`config.mk`:
```
export PLATFORM = sky130hd
export DESIGN_NAME = thread_priority_queue
export DESIGN_NICKNAME = d
export VERILOG_FILES = /design/src/hdl/tpq_pkg.sv /design/src/hdl/tpq_cell.sv /design/src/hdl/thread_priority_queue.sv
export SDC_FILE = /design/constraint.sdc
export NUM_CORES = 2
export LEC_CHECK = 0
export ABC_CLOCK_PERIOD_IN_PS = 10550
export BUFFER_PORTS_ARGS = -buffer_cell sky130_fd_sc_hd__buf_2
export CORE_UTILIZATION = 35
export CTS_BUF_LIST = sky130_fd_sc_hd__clkbuf_2
export DETAILED_ROUTE_END_ITERATION = 8
export PLACE_DENSITY_LB_ADDON = 0.1
export SLEW_MARGIN = 20
export SYNTH_ARGS = -nofsm -noshare
export SYNTH_HDL_FRONTEND = slang
export SYNTH_HIERARCHICAL = 1
export SYNTH_SLANG_ARGS = --single-unit
```
`constraint.sdc`:
```
create_clock -name clock -period 10.55 [get_ports clock]
set_input_delay 0.5275 -clock clock [delete_from_list [all_inputs] [get_ports clock]]
set_output_delay 0.5275 -clock clock [all_outputs]
set_load 0.1 [all_outputs]
```
`src/hdl/tpq_pkg.sv`:
```
// Shared types, constants and helper functions for the thread priority queue.
`timescale 1ns / 1ps

package tpq_pkg;

   // Queue dimensions.
   localparam int CAPACITY   = 16;
   localparam int ID_BITS    = 8;
   localparam int PRIO_BITS  = 16;
   localparam int COUNT_BITS = $clog2(CAPACITY + 1);

   // Fixed widths of the port fields.
   localparam int CMD_W    = 3;
   localparam int ID_W     = 8;
   localparam int PRIO_W   = 16;
   localparam int STATUS_W = 3;
   localparam int TOTAL_W  = 5;

   // Wide enough to hold any priority range and the request field.
   localparam int WIDE_W = 34;

   localparam logic signed [WIDE_W-1:0] PRIO_MAX_WIDE =
      (WIDE_W'(1) <<< (PRIO_BITS - 1)) - WIDE_W'(1);
   localparam logic signed [WIDE_W-1:0] PRIO_MIN_WIDE = -PRIO_MAX_WIDE - WIDE_W'(1);
   localparam logic signed [PRIO_BITS-1:0] PRIO_MAX = PRIO_BITS'(PRIO_MAX_WIDE);
   localparam logic signed [PRIO_BITS-1:0] PRIO_MIN = PRIO_BITS'(PRIO_MIN_WIDE);

   // Command codes.
   localparam logic [CMD_W-1:0] CMD_INSERT       = CMD_W'(0);
   localparam logic [CMD_W-1:0] CMD_POP_MAX      = CMD_W'(1);
   localparam logic [CMD_W-1:0] CMD_DELETE       = CMD_W'(2);
   localparam logic [CMD_W-1:0] CMD_FAVORITE     = CMD_W'(3);
   localparam logic [CMD_W-1:0] CMD_INCREASE_ALL = CMD_W'(4);
   localparam logic [CMD_W-1:0] CMD_CONTAINS     = CMD_W'(5);

   // Status codes.
   localparam logic [STATUS_W-1:0] STATUS_OK        = STATUS_W'(0);
   localparam logic [STATUS_W-1:0] STATUS_EMPTY     = STATUS_W'(1);
   localparam logic [STATUS_W-1:0] STATUS_NOT_FOUND = STATUS_W'(2);
   localparam logic [STATUS_W-1:0] STATUS_FULL      = STATUS_W'(3);
   localparam logic [STATUS_W-1:0] STATUS_DUPLICATE = STATUS_W'(4);

   typedef struct packed {
      logic [CMD_W-1:0]         command;
      logic [ID_W-1:0]          thread_id;
      logic signed [PRIO_W-1:0] priority_req;
   } tpq_req_type;

   typedef struct packed {
      logic [STATUS_W-1:0]      status;
      logic [ID_W-1:0]          out_id;
      logic signed [PRIO_W-1:0] out_priority;
      logic [TOTAL_W-1:0]       entry_total;
   } tpq_rsp_type;

   // One queue entry as held in a cell.
   typedef struct packed {
      logic [ID_BITS-1:0]          id;
      logic signed [PRIO_BITS-1:0] prio;
   } tpq_entry_type;

   // What every cell does in the current cycle.
   typedef enum logic [2:0] {
      MODE_NONE,
      MODE_INSERT,
      MODE_REMOVE,
      MODE_FAVORITE,
      MODE_INCREMENT
   } tpq_mode_type;

   // Control broadcast from the queue controller to all cells.
   typedef struct packed {
      tpq_mode_type                mode;
      logic signed [PRIO_BITS-1:0] prio;
      logic                        take_head;
   } tpq_bcast_type;

   // Saturates a request priority into the stored priority range.
   function automatic logic signed [PRIO_BITS-1:0] clamp_prio(
      input logic signed [PRIO_W-1:0] value
   );
      logic signed [WIDE_W-1:0] wide;
      wide = WIDE_W'(value);
      if (wide > PRIO_MAX_WIDE) begin
         return PRIO_MAX;
      end
      if (wide < PRIO_MIN_WIDE) begin
         return PRIO_MIN;
      end
      return PRIO_BITS'(wide);
   endfunction

   // Adds one, holding at the largest priority.
   function automatic logic signed [PRIO_BITS-1:0] incr_sat(
      input logic signed [PRIO_BITS-1:0] value
   );
      if (value == PRIO_MAX) begin
         return value;
      end
      return value + PRIO_BITS'(1);
   endfunction

endpackage

```
`src/hdl/tpq_cell.sv`:
```
// One position of the sorted queue: holds an entry and trades it with its neighbours.
`timescale 1ns / 1ps

module tpq_cell import tpq_pkg::*; (
   input  logic          clock,
   input  tpq_bcast_type bcast,
   input  logic [ID_BITS-1:0] key_id,
   input  logic          head,
   input  logic          occupied,
   input  logic          prev_ge,
   input  logic          seen_in,
   input  tpq_entry_type prev_entry,
   input  tpq_entry_type next_entry,
   output logic          match,
   output logic          ge,
   output logic          seen_out,
   output tpq_entry_type entry
);

   tpq_entry_type entry_ff;
   tpq_entry_type entry_in;

   assign match    = occupied && (entry_ff.id == key_id);
   assign ge       = occupied && ($signed(entry_ff.prio) >= $signed(bcast.prio));
   assign seen_out = seen_in || match;
   assign entry    = entry_ff;

   always_comb begin
      entry_in = entry_ff;
      unique case (bcast.mode)
         MODE_INSERT: begin
            // Entries with a lower priority than the new one move one place towards the tail.
            if (!prev_ge) begin
               entry_in = prev_entry;
            end else if (!ge) begin
               entry_in.id   = key_id;
               entry_in.prio = bcast.prio;
            end
         end
         MODE_REMOVE: begin
            if (seen_in || match) begin
               entry_in = next_entry;
            end
         end
         MODE_FAVORITE: begin
            // Everything up to the old place of the entry moves down to free the head.
            if (head) begin
               entry_in.id   = key_id;
               entry_in.prio = bcast.prio;
            end else if (!seen_in) begin
               entry_in = prev_entry;
            end
         end
         MODE_INCREMENT: begin
            entry_in.prio = incr_sat(entry_ff.prio);
         end
         MODE_NONE: begin
            entry_in = entry_ff;
         end
         default: begin
            entry_in = entry_ff;
         end
      endcase
   end

   always_ff @(posedge clock) begin
      entry_ff <= entry_in;
   end

endmodule

```
`src/hdl/thread_priority_queue.sv`:
```
// Top level of the thread priority queue: command control and the chain of cells.
//
//   Channel   Ports                         Direction  Transfer when
//   request   start, busy, req_data         in         start high and busy low at a clock edge
//   response  rsp_strobe, rsp_data          out        every cycle in which rsp_strobe is high
//
// A command is registered at the transfer, and in the following cycle every cell compares
// its entry against the broadcast id and priority and shifts, loads or holds at the end of
// that cycle. The result is shown the cycle after, while the next command can already be
// taken, so a new command is accepted only once the last one has executed.
// Reset clears the entry count, busy and the result strobe; the cells need no clearing.
// The receiver cannot stall: each result is on rsp_data for exactly one cycle.
`timescale 1ns / 1ps

module thread_priority_queue import tpq_pkg::*; (
   input  logic        clock,
   input  logic        reset,
   input  logic        start,
   output logic        busy,
   input  tpq_req_type req_data,
   output logic        rsp_strobe,
   output tpq_rsp_type rsp_data
);

   logic                  busy_ff;
   logic                  busy_in;
   logic                  rsp_strobe_ff;
   logic                  rsp_strobe_in;
   logic [COUNT_BITS-1:0] count_ff;
   logic [COUNT_BITS-1:0] count_in;
   tpq_req_type           req_ff;
   tpq_req_type           req_in;
   tpq_rsp_type           rsp_ff;
   tpq_rsp_type           rsp_in;

   tpq_bcast_type         bcast;
   logic [ID_BITS-1:0]    key_id;
   logic [CAPACITY-1:0]   match_vec;
   logic [CAPACITY-1:0]   ge_vec;
   logic [CAPACITY:0]     seen_vec;
   logic                  any_match;
   tpq_entry_type         entries [CAPACITY];

   assign key_id    = req_ff.thread_id[ID_BITS-1:0];
   assign any_match = |match_vec;
   assign seen_vec[0] = bcast.take_head;

   for (genvar i = 0; i < CAPACITY; i++) begin : g_cell
      tpq_entry_type prev_e;
      tpq_entry_type next_e;
      logic          prev_ge_w;
      logic          occupied_w;

      assign occupied_w = (COUNT_BITS'(i) < count_ff);

      if (i == 0) begin : g_head
         assign prev_e    = '0;
         assign prev_ge_w = 1'b1;
      end else begin : g_body
         assign prev_e    = entries[i-1];
         assign prev_ge_w = ge_vec[i-1];
      end

      if (i == CAPACITY - 1) begin : g_tail
         assign next_e = '0;
      end else begin : g_inner
         assign next_e = entries[i+1];
      end

      tpq_cell u_cell (
         .clock      (clock),
         .bcast      (bcast),
         .key_id     (key_id),
         .head       (i == 0),
         .occupied   (occupied_w),
         .prev_ge    (prev_ge_w),
         .seen_in    (seen_vec[i]),
         .prev_entry (prev_e),
         .next_entry (next_e),
         .match      (match_vec[i]),
         .ge         (ge_vec[i]),
         .seen_out   (seen_vec[i+1]),
         .entry      (entries[i])
      );
   end

   assign busy_in       = start && !busy_ff;
   assign rsp_strobe_in = busy_ff;
   assign req_in        = busy_in ? req_data : req_ff;

   always_comb begin
      bcast.mode      = MODE_NONE;
      bcast.prio      = clamp_prio(req_ff.priority_req);
      bcast.take_head = 1'b0;
      count_in        = count_ff;
      rsp_in.status       = STATUS_OK;
      rsp_in.out_id       = ID_W'(key_id);
      rsp_in.out_priority = '0;

      unique case (req_ff.command)
         CMD_INSERT: begin
            // The duplicate check takes precedence over the full check.
            if (any_match) begin
               rsp_in.status = STATUS_DUPLICATE;
            end else if (count_ff == COUNT_BITS'(CAPACITY)) begin
               rsp_in.status = STATUS_FULL;
            end else begin
               bcast.mode = MODE_INSERT;
               count_in   = count_ff + COUNT_BITS'(1);
            end
         end
         CMD_POP_MAX: begin
            if (count_ff == '0) begin
               rsp_in.status = STATUS_EMPTY;
            end else begin
               bcast.mode          = MODE_REMOVE;
               bcast.take_head     = 1'b1;
               count_in            = count_ff - COUNT_BITS'(1);
               rsp_in.out_id       = ID_W'(entries[0].id);
               rsp_in.out_priority = PRIO_W'($signed(entries[0].prio));
            end
         end
         CMD_DELETE: begin
            if (count_ff == '0) begin
               rsp_in.status = STATUS_EMPTY;
            end else if (!any_match) begin
               rsp_in.status = STATUS_NOT_FOUND;
            end else begin
               bcast.mode = MODE_REMOVE;
               count_in   = count_ff - COUNT_BITS'(1);
            end
         end
         CMD_FAVORITE: begin
            if (count_ff == '0) begin
               rsp_in.status = STATUS_EMPTY;
            end else if (!any_match) begin
               rsp_in.status = STATUS_NOT_FOUND;
            end else if (count_ff != COUNT_BITS'(1)) begin
               // The head after removal is the second entry when the favourite was the head.
               bcast.mode = MODE_FAVORITE;
               bcast.prio = incr_sat(match_vec[0] ? entries[1].prio : entries[0].prio);
            end
         end
         CMD_INCREASE_ALL: begin
            bcast.mode = MODE_INCREMENT;
         end
         CMD_CONTAINS: begin
            if (!any_match) begin
               rsp_in.status = STATUS_NOT_FOUND;
            end
         end
         default: begin
            rsp_in.status = STATUS_OK;
         end
      endcase

      rsp_in.entry_total = TOTAL_W'(count_in);

      if (!busy_ff) begin
         bcast.mode      = MODE_NONE;
         bcast.take_head = 1'b0;
         count_in        = count_ff;
      end
   end

   always_ff @(posedge clock) begin
      if (reset) begin
         busy_ff       <= 1'b0;
         rsp_strobe_ff <= 1'b0;
         count_ff      <= '0;
      end else begin
         busy_ff       <= busy_in;
         rsp_strobe_ff <= rsp_strobe_in;
         count_ff      <= count_in;
      end
   end

   always_ff @(posedge clock) begin
      req_ff <= req_in;
      rsp_ff <= rsp_in;
   end

   assign busy       = busy_ff;
   assign rsp_strobe = rsp_strobe_ff;
   assign rsp_data   = rsp_ff;

   // Every command yields its result in the cycle after it executes.
   a_result_follows: assert property (@(posedge clock) disable iff (reset)
      busy_ff |=> rsp_strobe_ff && !busy_ff)
      else $error("result strobe missing after an executed command");

   // Queued ids are unique, so at most one cell can match.
   a_unique_match: assert property (@(posedge clock) disable iff (reset)
      busy_ff |-> $onehot0(match_vec))
      else $error("more than one cell holds the same id");

   // A removal always finds the entry it takes out.
   a_remove_found: assert property (@(posedge clock) disable iff (reset)
      bcast.mode == MODE_REMOVE |-> seen_vec[CAPACITY])
      else $error("removal without a matching entry");

   // An insertion never pushes an occupied entry off the tail.
   a_insert_room: assert property (@(posedge clock) disable iff (reset)
      bcast.mode == MODE_INSERT |-> !ge_vec[CAPACITY-1] && (count_ff < COUNT_BITS'(CAPACITY)))
      else $error("insertion into a full queue");

   // The reported total matches the entry count after the command.
   a_total_matches: assert property (@(posedge clock) disable iff (reset)
      rsp_strobe_ff |-> rsp_ff.entry_total == TOTAL_W'(count_ff))
      else $error("reported entry total differs from the entry count");

endmodule
```
**Word level (Yosys, flattened, before mapping)**

Index checks and enable logic that the tools add are counted.

- $add $sub $neg: 19
- Reductions and logical operators: 89
- Order comparisons: 34
- Multiplexer cells: 170
- Eq/ne operators: 77
- Bitwise operators: 1

Operators by type and width:

| kind | count |
|---|---|
| 24-bit 2-to-1 mux | 49 |
| 16-bit case mux with 4 select lines | 16 |
| 16-bit 2-to-1 mux | 24 |
| 8-bit case mux with 3 select lines | 16 |
| 16-bit by 2-bit adder with 16-bit output, second input constant | 17 |
| 16-bit == test, second input constant | 17 |
| 16-bit greater-or-equal comparator | 16 |
| 8-bit == test | 16 |
| 3-bit != test, second input constant | 31 |
| 18-bit 2-to-1 mux | 3 |
| 3-bit AND reduction | 16 |
| 1-bit 2-to-1 mux | 45 |
| 4-bit by 5-bit < comparator with 1-bit output, first input constant | 8 |
| 1-bit logical AND | 33 |
| 2-bit AND reduction | 15 |
| 5-bit 2-to-1 mux | 5 |
| 3-bit by 5-bit < comparator with 1-bit output, first input constant | 4 |
| 16-bit greater-than comparator, second input constant | 1 |
| 1-bit logical OR | 16 |
| 16-bit < comparator, second input constant | 1 |
| 16-bit OR reduction | 1 |
| 3-bit case mux with 5 select lines | 1 |
| 5-bit case mux with 3 select lines | 1 |
| 3-bit by 2-bit == test with 1-bit output, second input constant | 4 |
| other kinds (21) | 34 |

- Flip-flop bits (word level): 450
- Word-level logic and storage cells: 432
- Bits of input ports: 30

**Depth between registers and ports, before layout**

- Depth after elaboration: 22
- Gate-level depth with buffers: 28

**Hierarchy**

The synthesis kept the hierarchy.

By module, submodules not included:

| module | instances | area an instance (um^2) | cells an instance | sequential area each (um^2) |
|---|---|---|---|---|
| tpq_cell at g_cell[0].u_cell ... | 12 | 2552.4 | 293 | 720.7 |
| tpq_cell at g_cell[7].u_cell ... | 2 | 2572.5 | 283 | 720.7 |
| thread_priority_queue | 1 | 3659.8 | 388 | 1591.5 |
| tpq_cell at g_cell[9].u_cell | 1 | 2542.4 | 289 | 720.7 |
| tpq_cell at g_cell[13].u_cell | 1 | 2507.4 | 284 | 720.7 |

**Least setup slack after synthesis**

OpenSTA, ideal clock, no wires.

- Path kind: reg-to-reg
- Start: register req_ff (netlist bit key_id[7])
- End: register g_cell[11].u_cell.entry_ff (netlist bit g_cell[11].u_cell/entry[0]) (enable)
- Period minus slack after synthesis: 9.655 ns
- Arrival time: 9.246 ns
- Required time: 10.141 ns
- Path slack: 0.895 ns
- Cell stages (with the launch flop): 24
- Buffers on the path: 3
- Setup time: 0.409 ns
- Cell sequence: edfxtp_1 xnor2_1 nand3_1 nor3_1 buf_6 buf_6 mux2_2 ha_1 a21boi_2 nand4_2 xnor2_1 o21ai_0 ha_1 nand2b_1 a2111oi_0 or4_1 nor4_1 o21a_1 buf_2 nand3b_1 nor3b_1 nand2_1 o31ai_1 nor3_1

RTL lines:

| item | line | source |
|---|---|---|
| start, declared | thread_priority_queue.sv:31 | `tpq_req_type req_ff;` |
| start signal, assigned | thread_priority_queue.sv:179 | `req_ff <= req_in;` |
| end signal, assigned | tpq_cell.sv:67 | `entry_ff <= entry_in;` |
| end, declared | tpq_cell.sv:20 | `tpq_entry_type entry_ff;` |

==> impl_metrics.tcl <==
set metrics [dict create \
    outcome "finished, final reports clean" \
    tritoncts "built" \
    place_hpwl_um 126000 \
    antenna_found_initial 7 \
    final_cell_mix "516 x nand2_1, 507 x mux2i_1, 411 x edfxtp_1, 386 x inv_1, 277 x ha_1" \
    finalHoldViolCount 0 \
    rsz0062_at_grt "false" \
    die_x_um 358 \
    htreeDepth 4 \
    busiest_layer "met2" \
    cp.arrival_ns 9.40 \
    io_pins 64 \
    clock_skew_ns 0.143 \
    vias 41700 \
    p_leak_nw 18.9 \
    gp_congestion 0.879 \
    critPathKind "reg -> reg" \
    min_delay_path_depth 3 \
    p_per_area_nw_per_um2 88.5 \
    grt_use_met3_pct 3.64 \
    ant_nets 0 \
    setup_viol 0 \
    finalCritPeriodShare_pct 78.7 \
    clock_sinks 450 \
    core_area_sq_um 126000 \
    synth_cells 5039 \
    num-nets-final 5618 \
    maxCapViolations 0 \
    grt_pass1_vias 39200 \
    end_kind "flop" \
    viasPerCell 5.87 \
    grt_max_degree 82 \
    setup_tns_ns 0 \
    clk_pin_slew_ns 0.12 \
    clock_latency_ns 1.57 \
    row_count 130 \
    numCtsBuffers 151 \
    worst_slew_pin_slew_ns 1.09 \
    r2r_cells 19 \
    multi_input_area_sq_um 29400 \
    hold_slack_ns 0.229 \
    clock.fmax_ghz 0.120 \
    yosys_warnings 6 \
    regArea_sq_um 13100 \
    clock-root-buffer "clkbuf_2" \
    start_kind "flop" \
    area_growth_pct 11.6 \
    max-slew-margin-rel_pct 27.6 \
    totalWireLength_um 178000 \
    cts_resized 0 \
    final_common_cell "nand2_1" \
    cp_max_fo 23 \
    die_y_um 358 \
    synth_area_sq_um 44500 \
    port-buffer-count 63 \
    min_period_ns 8.30 \
    grtUsageMet1_pct 38.9 \
    holdCritPathClass "in -> reg" \
    drtPass1Iterations 8 \
    start_util_pct 35.4 \
    layout-drive-gt1-share_pct 12.9 \
    drtIter0Drc 3822 \
    drv_slew 0 \
    worstPathRequired_ns 11.65 \
    syn_avg_cell_area_sq_um 8.82 \
    use_met2_pct 42.4 \
    grt_pass1_wl_um 265000 \
    clock_path_buffers 3 \
    nFillCells 12800 \
    die_area_sq_um 128000 \
    gr-total-overflow 0 \
    grt_use_total_pct 27.2 \
    peakVddDrop_v 0.000107 \
    drcViolationCount 0 \
    wl_per_cell_um 25.1 \
]
## report_power, final
part           switching (mW)  internal [mW]  total [mW]
clock network           0.968          0.711        1.68
logic                   0.425          0.243       0.668
registers              0.0731           1.97        2.04
## routing by layer
metal | share of wire, % | vias up
li1 | - | 19500
met1 | 47 | 20300
met2 | 45 | 1536
met3 | 6.1 | 271
met4 | 2.5 | 0
met5 | 0 | -
## flip-flops by register name, indices dropped and copies added, names as in the netlist
name / flops
busy: 1
count_ff: 5
g_cell.u_cell/entry: 384
key_id: 8
req_ff: 19
rsp_data: 32
rsp_strobe: 1
## cell type report
cell class              instances  share of cell area [%]
multi-input cells            4057                    59.3
inverters                     386                    2.92
repair buffers                265                    4.14
well taps                    1650                    4.16
clock inverters                53                   0.766
diodes                          9                  0.0454
flip-flops and latches        450                    26.4
clock buffers                 220                    2.22
## through the flow
step	setup WS, ns	util (%)	power, mW	cell area, sq um	cells
4_1_cts	2.12	39.5	4.44	49600	7081
2_1_floorplan	0.895	-	2.50	44900	5151
5_1_grt	1.60	39.5	4.61	49600	7088
3_5_place_dp	2.16	37.8	2.71	47500	6749
6_report	2.25	39.5	4.39	49600	7090
3_3_place_gp	2.19	37.8	2.70	47500	6749
## final timing paths
| check | startpoint | end | slack [ns] |
|---|---|---|---|
| hold reg to reg | g_cell[15].u_cell/entry[20] | g_cell[14].u_cell/entry[20] | 0.62 |
| hold / removal | req_data[3] | req_ff[3] | 0.23 |
| setup / recovery | count_ff[3] | g_cell[7].u_cell/entry[19] | 2.25 |
| setup reg to reg | count_ff[3] | g_cell[7].u_cell/entry[19] | 2.25 |
## repair_timing
action	CTS	global route
setup buffers	0	0
hold buffers	59	0
endpoints found under the hold margin	61	0
endpoints found under the setup margin	0	0
## critical path: stages, from the launching register on
cell	delay, ns
dfxtp_1	0.85
nor2_1	0.27
a21oi_1	0.63
nand4_1	0.21
nor3_1	0.38
nor4_2	0.08
nand2_2	0.20
or2_4	0.27
nand3_2	0.56
buf_4	0.48
o21ai_4	0.63
buf_4	0.47
inv_1	0.11
ha_1	0.23
a2111oi_0	0.43
or4_1	0.24
nor4_1	0.06
o21a_1	0.59
nor4bb_1	0.31
a21oi_1	0.75
(Power assumes the default switching activity.)
